### config.mk
export PLATFORM = sky130hd
export DESIGN_NAME = lpbc_step
export DESIGN_NICKNAME = d
export VERILOG_FILES = /design/src/lpbc_pkg.sv /design/src/lpbc_step.sv
export SDC_FILE = /design/constraint.sdc
export NUM_CORES = 1
export LEC_CHECK = 0
export BUFFER_PORTS_ARGS = -buffer_cell sky130_fd_sc_hd__buf_2
export CAP_MARGIN = 5
export CORE_AREA = 2 2 153 155
export DETAILED_ROUTE_END_ITERATION = 7
export DIE_AREA = 0 0 155 157
export GPL_TIMING_DRIVEN = 0
export PLACE_DENSITY = 0.76
export SLEW_MARGIN = 20
export SYNTH_ARGS = -nofsm -noshare
export SYNTH_HDL_FRONTEND = slang
export SYNTH_SLANG_ARGS = --single-unit
### constraint.sdc
create_clock -name vclk -period 11.7
set_input_delay 1.17 -clock vclk [all_inputs]
set_output_delay 1.17 -clock vclk [all_outputs]
set_load 0.005 [all_outputs]
### src/lpbc_pkg.sv
// ----------------------------------------------------------------------------
// lpbc_pkg
// Constants and types shared by the LCG pattern byte checker.
// ----------------------------------------------------------------------------
package lpbc_pkg;

  localparam int unsigned GEN_W   = 31;
  localparam int unsigned BYTE_W  = 8;
  localparam int unsigned COUNT_W = 32;

  localparam logic [GEN_W-1:0]   LCG_MUL    = 31'h41C64E6D;
  localparam logic [GEN_W-1:0]   LCG_ADD    = 31'd12345;
  localparam logic [GEN_W-1:0]   SEED_RESET = 31'h1234567;
  localparam logic [BYTE_W-1:0]  ZERO_SUBST = 8'h5A;
  localparam logic [COUNT_W-1:0] COUNT_MAX  = 32'hFFFF_FFFF;

  // Results of one check step
  typedef struct packed {
    logic [BYTE_W-1:0]  expected_byte;
    logic               mismatch;
    logic [COUNT_W-1:0] bad_count;
    logic [COUNT_W-1:0] byte_count;
  } lpbc_res_t;

endpackage

### src/lpbc_step.sv
// ----------------------------------------------------------------------------
// lpbc_step
// One generator step and compare: advances the LCG, derives the expected
// byte, flags a mismatch and bumps the saturating counters.
// ----------------------------------------------------------------------------
module lpbc_step
  import lpbc_pkg::*;
(
  input  logic [GEN_W-1:0]   seed,
  input  logic [GEN_W-1:0]   gen,
  input  logic [COUNT_W-1:0] bad_total,
  input  logic [COUNT_W-1:0] byte_total,
  input  logic [BYTE_W-1:0]  data_byte,
  input  logic               first,
  output logic [GEN_W-1:0]   gen_nxt,
  output lpbc_res_t          res
);

  logic [GEN_W-1:0]   gen_base;
  logic [GEN_W-1:0]   prod;
  logic [BYTE_W-1:0]  raw_byte;
  logic [COUNT_W-1:0] bad_base;
  logic [COUNT_W-1:0] byte_base;

  // Restart from seed with cleared counters on the first beat of a stream
  assign gen_base  = first ? seed : gen;
  assign bad_base  = first ? '0 : bad_total;
  assign byte_base = first ? '0 : byte_total;

  // Advance the generator; only the low 31 bits of the product matter
  assign prod    = gen_base * LCG_MUL;
  assign gen_nxt = prod + LCG_ADD;

  // Pick bits 23:16, substitute the fixed pattern for a zero byte
  assign raw_byte = gen_nxt[23:16];

  always_comb begin
    res.expected_byte = (raw_byte == '0) ? ZERO_SUBST : raw_byte;
    res.mismatch      = (data_byte != res.expected_byte);
    res.byte_count    = (byte_base == COUNT_MAX) ? byte_base : byte_base + COUNT_W'(1);
    if (res.mismatch && (bad_base != COUNT_MAX)) begin
      res.bad_count = bad_base + COUNT_W'(1);
    end else begin
      res.bad_count = bad_base;
    end
  end

endmodule

# Word-level counts from Yosys, hierarchy flattened
# Index checks and enable logic that the tools add are counted.
[op_classes]
n_eq_ne = 3
addsub = 3
n_mul = 1
muxes = 6
n_reduce_logical = 2
[ops]
columns = ["cell", "n"]
rows = [
  ["$mux 32", 4],
  ["$add 32x1->32 const B", 2],
  ["$eq 32x32->1 const B", 1],
  ["$ne 32x32->1 const B", 1],
  ["$add 31x14->31 const B", 1],
  ["$mul 31x31->31 const B", 1],
  ["$mux 31", 1],
  ["$logic_not 8->1", 1],
  ["$mux 8", 1],
  ["$ne 8x8->1", 1],
  ["$logic_and 1x1->1", 1],
]
[word_totals]
out_inout_bits = 104
input_bits = 135
reg_bits = 0

# Longest topological paths before layout
[logic_depth]
depth_word = 8
ltp_mapped = 41
ltp_nobuf = 31

# Worst setup path before layout
# No wires, ideal clock.
[synth_path]
path_type = "input-to-output"
from = "input port first"
to = "output port res[51] (netlist name)"
cell_stages = 36
path_slack_ns = 0.095
arrival_time_ns = 10.435
n_path_buf = 8
cell_sequence = "clkbuf_1 clkbuf_1 clkbuf_1 clkbuf_1 clkbuf_1 mux2i_1 inv_1 ha_1 xor2_1 ha_1 a21oi_1 fa_1 fa_1 inv_1 fa_1 inv_1 fa_1 inv_1 fa_1 inv_1 fa_1 inv_1 ha_1 clkbuf_1 and3_1 clkbuf_1 a221oi_1 nand2_1 mux2i_1 nor4_4 a41oi_1 mux2i_1 a32o_2 buf_6 or4_1 a21oi_1"
[synth_rtl]
columns = ["item", "line", "text"]
rows = [
  ["from (decl)", "lpbc_step.sv:14", "input logic first,"],
  ["to (decl)", "lpbc_step.sv:16", "output lpbc_res_t res"],
]

==> qor.yml <==
floorplanning:
  core-area_um2: 22500
  start_util_pct: 50.0
  fp.dieH_um: 157
  die_w_um: 155
  rows: 55
  die_area_um2: 24300
  pin_count: 239
grt:
  track_usage_pct: 25.2
  grt_pass1_vias: 9749
  grt_max_degree: 12
  gr-total-overflow: 0
  grt_pass1_wl_um: 48800
  antenna_found_initial: 0
finish:
  post_route_cells_drive_above_1_share_pct: 20.9
  fill_cells: 2027
  seqCellArea_um2: 0
  n_antenna_cell: 0
  final_cells: 1828
  syn2layout_area_growth_pct: 16.8
  design.seq.count: 0
  clkbuf_count: 0
  nNetsFinal: 2058
critical_path:
  cp_max_fo: 19
  critPathKind: "input port to output port"
  cpPeakStageDelay_ps: 540
  crit_path_top_delay_cell: "fa_1"
  required_ps: 10530
  cp_data_arrival_time_ps: 10080
  start_kind: "input port"
  crit_path_end_kind: "output port"
synthesis:
  synth_area_per_cell_um2: 8.67
  synth_commonest_cells: "inv_1, ha_1, fa_1"
  synth.net_count: 1811
  synth_top_area_share_pct: 31.3
  yosysWarningCount: 0
  ys_top_cells_by_area: "fa_1, ha_1, inv_1"
  syn_inst: 1298
  synth_cell_type_count: 68
  synth_area_leader_cell: "fa_1"
  synth_seq_area_share_pct: 0
  synth_most_common_cell: "inv_1"
  synth_area_um2: 11200
timing:
  fin_crit_ps: 11250
  tightest_slew_ps: 720
  finalMaxSlewViolations: 0
  setup_viol: 0
  finalHoldViolations: 0
  period_share_pct: 96.1
  relSlewSlack_pct: 50.6
  grt_setup_unrepaired: "false"
  fmax_mhz: 88.9
detailed_routing:
  viasPerCell: 5.22
  first_iter_violations: 461
  avgRoutedWirePerCell_um: 16.8
  drt_wl_total_um: 30800
  vias: 9543
  drt_pre_antenna_iters: 5
  drc: 0
  ant_nets: 0
worst_hold_path:
  holdCritPathClass: "input port to output port"
placed_design:
  place.gp.congestion: 0.951
  dp_hpwl_um: 27600
  dp.cells: 1822
  io_buffers: 239
run_status:
  status: "complete, no violations"
cts:
  cts_hold_buf: 0
job:
  max_cap_viol_count: 0
## repair_timing
| item | 4_1_cts | 5_1_grt |
|---|---|---|
| resized for setup | 55 | 20 |
| setup buffers | 2 | 8 |
| setup endpoints to repair | 56 | 31 |
| endpoints found under the hold margin | 0 | 0 |
| pin swaps | 2 | 2 |
## layout make-up
cell class | instances | area (um^2) | area share, %
Inverter | 349 | 1310 | 9.99
Multi-Input combinational cell | 921 | 10000 | 76.1
Tap cell | 285 | 357 | 2.71
Buffer | 24 | 200 | 1.52
Timing Repair Buffer | 249 | 1270 | 9.69
## stage by stage
step	hold slack [ps]	setup slack (ps)	setup TNS, ps	utilization (%)	instance area, um^2
final	2640	452	0	58.4	13100
after global routing	2650	30.7	0	58.4	13100
after CTS	2630	12.2	0	57.8	13000
after detailed placement	2630	-2820	-103310	56.9	12800
after global placement	2620	-2770	-99220	56.9	12800
after floorplan	2400	95.0	0	-	11200
## final timing paths
check | from | end | slack (ps) | cells past startpoint
min | bad_total[8] | res[40] | 2640 | 3
max | first | res[51] | 450 | 34
## routing by layer
| metal | track usage [%] | share of wire (%) | up-vias |
|---|---|---|---|
| li1 | - | - | 4663 |
| met1 | 33.0 | 43 | 4576 |
| met2 | 44.9 | 49 | 258 |
| met3 | 1.65 | 4.1 | 46 |
| met4 | 7.67 | 3.3 | 0 |
| met5 | 0 | 0 | - |
## critical path, delay by kind of cell
| family | cells | cell delay [ps] |
|---|---|---|
| adder cells (fa/ha/maj) | 10 | 4000 |
| buffers and inverters | 12 | 1840 |
| AND/OR/NAND/NOR | 4 | 1190 |
| AO/OA/AOI/OAI | 5 | 1060 |
| multiplexers | 2 | 610 |
| XOR/XNOR | 1 | 210 |
## cells in the final DEF, fill, tap and decap left out, types with 9 or more instances in the layout
cell | synthesis | routed
or3_1 | 10 | 10
inv_1 | 348 | 346
nor3_1 | 15 | 14
nor2_1 | 52 | 51
and3_1 | 10 | 9
or4_1 | 19 | 19
fa_1 | 176 | 176
xnor2_1 | 64 | 64
nand4_1 | 20 | 20
ha_1 | 202 | 198
nand3_1 | 25 | 25
buf_4 | 0 | 15
buf_2 | 7 | 243
nand2b_1 | 23 | 23
o31ai_1 | 13 | 13
mux2i_1 | 30 | 22
a21oi_1 | 47 | 43
nand2_1 | 44 | 43
o21ai_0 | 16 | 14
a21o_1 | 12 | 12
nor2b_1 | 19 | 19
xor2_1 | 25 | 24
## cells by family after synthesis
group,after synthesis,share of synthesized area (%)
fa+ha+maj,378,53.8
buf+inv,377,12.9
simple gates,270,13.2
compound gates,137,8.57
xor+xnor,92,7.54
mux,44,4.07
Power is left out: the tool's default activity adds up to more than one toggle a clock period on the data nets, which glitch-free logic cannot reach.
